===== config.mk =====
export PLATFORM = sky130hd
export DESIGN_NAME = mfs_cell
export DESIGN_NICKNAME = d
export VERILOG_FILES = /design/src/design/mfs_pkg.sv /design/src/design/mfs_cell.sv
export SDC_FILE = /design/constraint.sdc
export NUM_CORES = 1
export LEC_CHECK = 0
export BUFFER_PORTS_ARGS = -buffer_cell sky130_fd_sc_hd__buf_4
export CORE_ASPECT_RATIO = 0.6
export CORE_MARGIN = 8
export CORE_UTILIZATION = 30
export DETAILED_ROUTE_END_ITERATION = 8
export PLACE_DENSITY_LB_ADDON = 0.08
export SYNTH_ARGS = -nofsm -noshare
export SYNTH_HDL_FRONTEND = slang
export SYNTH_SLANG_ARGS = --single-unit

===== constraint.sdc =====
create_clock -name i_clk -period 2.3 [get_ports i_clk]
set_input_delay 0.46 -clock i_clk [delete_from_list [all_inputs] [get_ports i_clk]]
set_output_delay 0.46 -clock i_clk [all_outputs]
set_load 0.03 [all_outputs]

===== src/design/mfs_pkg.sv =====
// mfs_pkg: shared types and constants for the max-frequency stack
// no dependencies; imported by mfs_cell and max_frequency_stack
`timescale 1ns / 1ps

package mfs_pkg;

    // default sizing for the parameters of the top level and mfs_cell
    localparam int DEF_CAPACITY   = 64;
    localparam int DEF_VALUE_BITS = 32;

    // fixed width of the value ports
    localparam int DATA_W = 32;

    // operation codes
    typedef enum logic {
        OP_PUSH = 1'b0,
        OP_POP  = 1'b1
    } t_opcode;

    // result status codes
    typedef enum logic [1:0] {
        ST_PUSHED = 2'd0,
        ST_POPPED = 2'd1,
        ST_FULL   = 2'd2,
        ST_EMPTY  = 2'd3
    } t_status;

    // storage commands broadcast from the sequencer to every cell
    typedef struct packed {
        logic write;  // store key and level at the selected index
        logic shift;  // cells at or above the selected index take their neighbor
    } t_cell_ctl;

endpackage


===== src/design/mfs_cell.sv =====
// mfs_cell: one entry of the stack plus one stage of the search chain
// depends on mfs_pkg for the command struct
`timescale 1ns / 1ps

module mfs_cell
    import mfs_pkg::*;
#(
    parameter int IDX        = 0,
    parameter int CAPACITY   = DEF_CAPACITY,
    parameter int VALUE_BITS = DEF_VALUE_BITS,
    localparam int CNT_W     = $clog2(CAPACITY + 1),
    localparam int IDX_W     = $clog2(CAPACITY)
) (
    input  logic                  i_clk,
    input  logic                  i_rst_n,
    // broadcast from the sequencer
    input  t_cell_ctl             i_ctl,
    input  logic [CNT_W-1:0]      i_count,
    input  logic [IDX_W-1:0]      i_sel_idx,
    input  logic [VALUE_BITS-1:0] i_key,
    input  logic [CNT_W-1:0]      i_wr_level,
    // contents of the next cell up, for the shift
    input  logic [VALUE_BITS-1:0] i_next_value,
    input  logic [CNT_W-1:0]      i_next_level,
    output logic [VALUE_BITS-1:0] o_value,
    output logic [CNT_W-1:0]      o_level,
    // search token from the previous cell
    input  logic                  i_car_valid,
    input  logic [CNT_W-1:0]      i_car_match,
    input  logic [CNT_W-1:0]      i_car_best_level,
    input  logic [IDX_W-1:0]      i_car_best_idx,
    input  logic [VALUE_BITS-1:0] i_car_best_value,
    // search token to the next cell
    output logic                  o_car_valid,
    output logic [CNT_W-1:0]      o_car_match,
    output logic [CNT_W-1:0]      o_car_best_level,
    output logic [IDX_W-1:0]      o_car_best_idx,
    output logic [VALUE_BITS-1:0] o_car_best_value
);

    localparam logic [IDX_W-1:0] MY_IDX = IDX_W'(IDX);

    logic [VALUE_BITS-1:0] r_value;
    logic [CNT_W-1:0]      r_level;
    logic                  r_car_valid;
    logic [CNT_W-1:0]      r_car_match;
    logic [CNT_W-1:0]      r_car_best_level;
    logic [IDX_W-1:0]      r_car_best_idx;
    logic [VALUE_BITS-1:0] r_car_best_value;

    logic w_in_use;
    logic w_match;
    logic w_better;

    // entry holds live data only below the fill count
    assign w_in_use = (CNT_W'(IDX) < i_count);
    assign w_match  = w_in_use && (r_value == i_key);
    // ties go to the later entry
    assign w_better = w_in_use && (r_level >= i_car_best_level);

    // entry storage: write on push, close the gap on pop
    always_ff @(posedge i_clk) begin
        if (i_ctl.write && (i_sel_idx == MY_IDX)) begin
            r_value <= i_key;
            r_level <= i_wr_level;
        end else if (i_ctl.shift && (MY_IDX >= i_sel_idx)) begin
            r_value <= i_next_value;
            r_level <= i_next_level;
        end
    end

    // token valid moves one cell per cycle
    always_ff @(posedge i_clk) begin
        if (!i_rst_n) begin
            r_car_valid <= 1'b0;
        end else begin
            r_car_valid <= i_car_valid;
        end
    end

    // token payload: match count and running maximum
    always_ff @(posedge i_clk) begin
        r_car_match <= w_match ? (i_car_match + CNT_W'(1)) : i_car_match;
        if (w_better) begin
            r_car_best_level <= r_level;
            r_car_best_idx   <= MY_IDX;
            r_car_best_value <= r_value;
        end else begin
            r_car_best_level <= i_car_best_level;
            r_car_best_idx   <= i_car_best_idx;
            r_car_best_value <= i_car_best_value;
        end
    end

    assign o_value          = r_value;
    assign o_level          = r_level;
    assign o_car_valid      = r_car_valid;
    assign o_car_match      = r_car_match;
    assign o_car_best_level = r_car_best_level;
    assign o_car_best_idx   = r_car_best_idx;
    assign o_car_best_value = r_car_best_value;

endmodule


==> out/summary.txt, run 1 <==
CP most frequent cell -> a21o_1
final worst slack -> 0.1010 ns
most common cell in the netlist -> mux2_2
Crit. End Element -> flop
Synth top area share -> 0.3018
Post-Syn Area -> 0.003880 mm²
GP Congestion -> 0.7018
Netlist cell types -> 25
status -> finished, final reports clean
worst slew pin tran -> 0.4049 ns
Post-Synthesis Cells -> 274
Critical Path End -> o_car_best_value[31]
Clk Latency, worst-skew pair -> 0.34 ns
Reg2Reg Setup Slack -> 0.10 ns
Max Fclk -> 454.8 MHz
period utilization -> 0.9561
ANT cells -> 0
CP arrival -> 2.42 ns
footprint of the multi-input gates -> 0.001624 mm²
Hold Crit Start -> i_car_match[6]
Starting Density -> 0.3047
Worst Hold Class -> in -> reg
I/O Buffers -> 239
H-tree depth -> 3
Commonest cells post-synth -> 79 x mux2_2, 53 x dfxtp_1, 39 x edfxtp_1
Synth area leader -> edfxtp_1
drt first pass iters -> 4
Clock Sinks -> 92
Synth Warn # -> 0
syn_area_per_cell -> 14.16 µm²
root buf cell -> clkbuf_16
Worst Setup SP -> o_level[4]
critical-path cell list -> ha_4 -> a21o_1 -> a21o_1 -> a21oi_2 -> o21ai_1 -> nand2_2 -> buf_12 -> clkbuf_16 -> mux2_2
Max Slew Vio Count -> 0
clk buf depth -> 2
DRT antenna net count -> 0
full die area -> 0.01695 mm²
Final Non-Filler Cells -> 703
pre-CTS WS -> -0.1566 ns
pwr dens -> 612.8 mW/mm²
first-pass GRT wire length -> 19.76 mm
Reg area -> 0.002232 mm²
DRT iter0 DRCs -> 139
clk slew on worst S/H paths -> 0.07 ns
via density per instance -> 4.357
Die Ht -> 104.1 µm
fraction of layout cells with a size suffix above 1 -> 0.6604
Req. time, crit path -> 2.53 ns
initial antenna violation count -> 0
Total GRT Usage -> 0.1500
slowest stage delay, CP -> 0.46 ns
final hold slack -> 0.3080 ns
worst r2r dst -> o_car_best_value[31]
final setup fails -> 0
hold buffer count at cts -> 0
FILL cells -> 1176
width of the chip -> 162.8 µm
CORE AREA -> 0.01273 mm²
FF-to-FF Start -> o_level[4]
Post-synth EDFFs -> 39
CP Launch Type -> flop
Leak -> 2.828 nW
total number of vias -> 3063
DRC -> 0
TritonCTS Buffers -> 9
r2r worst-path depth -> 9
Finished Core Util -> 0.4979
pin count of the biggest net entering global routing -> 40
Main synth FF type -> dfxtp_1
Synthesized Nets -> 430
Nets -> 684
Total Wirelength -> 13.49 mm
row cnt -> 32
detailed-placement wirelength estimate -> 10.45 mm
Area contributors post-synth -> edfxtp_1 30%, dfxtp_1 27%, mux2_2 23%
Area growth, synth to finish -> 63.40%
drt wl/cell -> 19.19 µm
final hold vios -> 0
Async SR Flop Fraction -> 0
max_cap viols -> 0
flop and latch count out of synthesis -> 92
fin crit period -> 2.199 ns
slowest cell on the critical path -> edfxtp_1
CTS tree -> built
Slew headroom -> 0.7276
Worst Skew -> 0.01010 ns
Setup Crit Path Kind -> reg -> reg
io pins -> 240
Max rail drop VDD -> 327.3 µV
dpl cells -> 683
vias in the first global route -> 3380
sequential area share after synthesis -> 0.5753
CP Max Fanout -> 17
GR Overflow Total -> 0
-- cell type report --
class | count | share of cell area
Tap cell | 170 | 0.03355
Multi-Input combinational cell | 167 | 0.2562
Timing Repair Buffer | 251 | 0.3106
Inverter | 7 | 0.004144
Clock inverter | 7 | 0.007894
Clock buffer | 9 | 0.03552
Sequential cell | 92 | 0.3521
-- sequential cells by signal, summed over array words and instances, names as in the netlist --
register          flops
o_car_valid           1
o_car_best_idx        6
o_car_best_value     32
o_car_match           7
o_car_best_level      7
o_value              32
o_level               7
-- routing by layer --
layer / part of all wire / track usage / wire length, µm
met1: 0.45 / 0.1907 / 6078
met2: 0.44 / 0.2295 / 5952
met5: 0 / 0 / 0
met4: 0.0059 / 0.02738 / 79
met3: 0.10 / 0.06996 / 1377
-- power breakdown --
| part | switching (mW) | leakage, nW | internal, mW |
|---|---|---|---|
| logic | 0.319 | 1.90 | 0.382 |
| clock network | 0.651 | 0.126 | 0.736 |
| registers | 0.0254 | 0.798 | 1.77 |
| total | 0.995 | 2.83 | 2.89 |
-- worst min path at each step --
| stage | end | cells after the start |
|---|---|---|
| 2_1_floorplan | o_car_match[0] | 1 |
| 3_3_place_gp | o_car_best_level[0] | 1 |
| 3_5_place_dp | o_car_best_level[0] | 1 |
| 4_1_cts | o_car_match[6] | 2 |
| 5_1_grt | o_car_match[6] | 2 |
| 6_report | o_car_match[6] | 2 |
-- cells by family after synthesis --
logic type               synth area share
AND/OR/NAND/NOR                   0.05514
multiplexers                       0.2293
XOR/XNOR                          0.08578
buffers and inverters             0.01612
flip-flops                         0.5753
AO/OA/AOI/OAI                     0.01257
adder cells (fa/ha/maj)           0.02580
-- repair_timing --
action / in CTS / in global routing
resized for setup: 1 / 4
pin swaps: 0 / 3
endpoints found under the hold margin: 0 / 0
cloned: 0 / 2
endpoints found under the setup margin: 3 / 41
buffers inserted: 0 / 2
-- cells in the final DEF, fill, tap and decap left out --
cell	Yosys	final
and3_1	2	2
clkinv_4	0	1
nand2_1	4	4
nand3_1	1	1
a21oi_1	2	1
xor2_1	25	25
o21ai_1	1	1
inv_4	0	1
buf_12	0	4
nor3_1	1	1
a21o_1	3	3
clkinv_1	0	1
nand2b_1	1	1
edfxtp_1	39	39
inv_6	0	1
ha_1	8	7
nor2_1	3	3
nor4_4	1	2
dfxtp_1	53	53
and2_1	7	7
buf_4	0	245
xnor2_1	13	13
a21oi_2	0	1
inv_1	7	7
mux2_2	79	79
nand4_1	7	7
o2111a_2	0	1
clkbuf_16	0	11
nor4_1	7	5
clkinvlp_4	0	3
nor4_2	0	1
ha_4	0	1
nand2_2	1	1
-- metrics by stage --
step                        TNS, ns  power (mW)  cell area, µm²
final                             0       3.885            6340
after global routing       -0.01393       4.050            6340
after CTS                 -0.001228       3.918            6231
after detailed placement     -4.675       2.512            5949
after global placement       -5.627       2.501            5949
after floorplan                   0       2.139            3880
-- worst max-delay path: cells and delay by family, from the launching register on --
family | cells | cell delay [ns]
and+or+nand+nor | 1 | 0.10
buffers and inverters | 2 | 0.30
muxes | 1 | 0.34
AOI/OAI and AO/OA | 4 | 0.62
adders and majority gates | 1 | 0.25
DFF | 1 | 0.46
(Power assumes the default switching activity.)
==> inputs of run 2 (changes only) <==
SETUP_SLACK_MARGIN = 0.15   (was default)
==> run 2 against run 1 <==
Net effect: cell count is 1.1% higher; worst hold slack better by 0.017 ns; sequential power barely moved; design area rose by 5.3%; total power rose by 12%; clock skew shrank 0.0010 ns; setup slack improved by 0.011 ns; sequential share of layout area fell by 1.8 points; largest power group unchanged; highest routed layer unchanged.
==> out/summary.txt, run 2 (same netlist as run 1, synthesis figures left out) <==
status -> finished, final reports clean (unchanged)
Worst Skew -> 0.009082 ns (was 0.01010 ns)
vias in the first global route -> 3412 (was 3380)
FF-to-FF Start -> o_level[4] (unchanged)
Finished Core Util -> 0.5243 (was 0.4979)
CTS tree -> built (unchanged)
slowest stage delay, CP -> 0.41 ns (was 0.46 ns)
width of the chip -> 162.8 µm (unchanged)
Total GRT Usage -> 0.1466 (was 0.1500)
pre-CTS WS -> -0.1014 ns (was -0.1566 ns)
final worst slack -> 0.1124 ns (was 0.1010 ns)
Hold Path Cell Cnt -> 2 (unchanged)
H-tree depth -> 3 (unchanged)
io pins -> 240 (unchanged)
Hold Crit Start -> i_car_match[0] (was i_car_match[6])
Clk Latency, worst-skew pair -> 0.33 ns (was 0.34 ns)
fraction of layout cells with a size suffix above 1 -> 0.6673 (was 0.6604)
GP Congestion -> 0.7385 (was 0.7018)
CP most frequent cell -> a21o_1 (unchanged)
worst r2r dst -> o_car_best_value[2] (was o_car_best_value[31])
Worst Hold End -> o_car_match[0] (was o_car_match[6])
total power -> 4.362 mW (was 3.885 mW)
Area growth, synth to finish -> 72.04% (was 63.40%)
first-pass GRT wire length -> 19.48 mm (was 19.76 mm)
Post-Layout Inst Area -> 0.006675 mm² (was 0.006340 mm²)
I/O Buffers -> 239 (unchanged)
Reg2Reg Setup Slack -> 0.11 ns (was 0.10 ns)
drt first pass iters -> 4 (unchanged)
clk buf depth -> 2 (unchanged)
DRC -> 0 (unchanged)
DRT iter0 DRCs -> 99 (was 139)
CP arrival -> 2.41 ns (was 2.42 ns)
final hold slack -> 0.3249 ns (was 0.3080 ns)
RSZ-0062 raised after global routing -> yes
Final Non-Filler Cells -> 711 (was 703)
placed inst area -> 0.005954 mm² (was 0.005949 mm²)
initial antenna violation count -> 0 (unchanged)
via density per instance -> 4.414 (was 4.357)
Starting Density -> 0.3047 (unchanged)
footprint of the multi-input gates -> 0.001742 mm² (was 0.001624 mm²)
final setup fails -> 0 (unchanged)
most frequent cells in the layout -> 248 x buf_4, 53 x dfxtp_1, 46 x mux2_2 (was 245 x buf_4, 79 x mux2_2, 53 x dfxtp_1)
total number of vias -> 3138 (was 3063)
GR Overflow Total -> 0 (unchanged)
pin count of the biggest net entering global routing -> 40 (unchanged)
period utilization -> 0.9511 (was 0.9561)
Setup Crit Path Kind -> reg -> reg (unchanged)
max_cap viols -> 0 (unchanged)
full die area -> 0.01695 mm² (unchanged)
final hold vios -> 0 (unchanged)
worst slew pin tran -> 0.3294 ns (was 0.4049 ns)
slowest cell on the critical path -> edfxtp_1 (unchanged)
Total Wirelength -> 13.42 mm (was 13.49 mm)
dpl cells -> 682 (was 683)
DRT antenna net count -> 0 (unchanged)
pwr dens -> 653.4 mW/mm² (was 612.8 mW/mm²)
root buf cell -> clkbuf_16 (unchanged)
Nets -> 692 (was 684)
Max rail drop VDD -> 300.4 µV (was 327.3 µV)
setup TNS -> 0 ns (unchanged)
most common library cell in the layout ignoring fill and taps -> buf_4 (unchanged)
Worst Hold Class -> in -> reg (unchanged)
hold buffer count at cts -> 0 (unchanged)
Max Slew Vio Count -> 0 (unchanged)
Req. time, crit path -> 2.52 ns (was 2.53 ns)
row cnt -> 32 (unchanged)
Slew headroom -> 0.7786 (was 0.7276)
Max Fclk -> 457.1 MHz (was 454.8 MHz)
Clock Sinks -> 92 (unchanged)
critical-path cell list -> ha_1 -> a21o_1 -> a21o_1 -> a21oi_2 -> o21ai_2 -> nand2_2 -> buf_12 -> clkbuf_16 -> mux2_2 (was ha_4 -> a21o_1 -> a21o_1 -> a21oi_2 -> o21ai_1 -> nand2_2 -> buf_12 -> clkbuf_16 -> mux2_2)
ANT cells -> 0 (unchanged)
Die Ht -> 104.1 µm (unchanged)
Leak -> 3.098 nW (was 2.828 nW)
Worst Setup SP -> o_level[4] (unchanged)
FILL cells -> 1158 (was 1176)
Crit. End Element -> flop (unchanged)
TritonCTS Buffers -> 9 (unchanged)
CP Max Fanout -> 7 (was 17)
r2r worst-path depth -> 9 (unchanged)
CORE AREA -> 0.01273 mm² (unchanged)
Reg area -> 0.002232 mm² (unchanged)
CP Launch Type -> flop (unchanged)
detailed-placement wirelength estimate -> 10.21 mm (was 10.45 mm)
fin crit period -> 2.188 ns (was 2.199 ns)
drt wl/cell -> 18.87 µm (was 19.19 µm)
clk slew on worst S/H paths -> 0.07 ns (about the same)
-- run 2: cell count changes in the layout (fill, tap and decap cells not counted), sizes merged --
cell	previous run	this run
buf	249	256
bufinv	0	4
clkbuf	11	15
clkinvlp	3	0
clkinv	2	0
inv	9	7
-- run 2: layout make-up --
type | count | share of cell area
flip-flops and latches | 92 | 0.3344
repair buffers | 259 | 0.3140
multi-input cells | 167 | 0.2609
clock buffers | 12 | 0.03693
well taps | 170 | 0.03187
clock inverters | 4 | 0.01799
inverters | 7 | 0.003936
-- run 2: worst max path at each step --
stage | end | cells after the start
6_report | o_car_best_value[2] | 9
3_5_place_dp | o_car_match[6] | 9
4_1_cts | o_car_match[6] | 8
2_1_floorplan | o_car_best_level[0] | 9
3_3_place_gp | o_car_match[6] | 9
5_1_grt | o_car_match[6] | 8
-- run 2: worst max-delay path, delay by kind of cell, from the launching register on --
| family | cells | cell delay (ns) |
|---|---|---|
| simple gates | 1 | 0.12 |
| buf+inv | 2 | 0.33 |
| flops | 1 | 0.41 |
| mux | 1 | 0.33 |
| fa+ha+maj | 1 | 0.31 |
| compound gates | 4 | 0.57 |
-- run 2: routing by layer --
metal | track usage | vias up | routed length [µm]
met1 | 0.1843 | 1483 | 6030
met2 | 0.2280 | 132 | 6065
li1 | - | 1517 | -
met4 | 0.02347 | 0 | 53
met5 | 0 | - | 0
met3 | 0.06877 | 6 | 1267
-- run 2: where the power goes --
group	internal [mW]	switching [mW]	total, mW
combinational	0.431	0.332	0.762
sequential	1.77	0.0246	1.80
clock	1.20	0.598	1.80
total	3.41	0.954	4.36
-- run 2: repair_timing --
| item | CTS | global route |
|---|---|---|
| gates cloned | 1 | 3 |
| setup endpoints to repair | 30 | 46 |
| resized for setup | 4 | 37 |
| pin swaps | 4 | 7 |
| hold endpoints to repair | 0 | 0 |
| setup buffers | 6 | 3 |
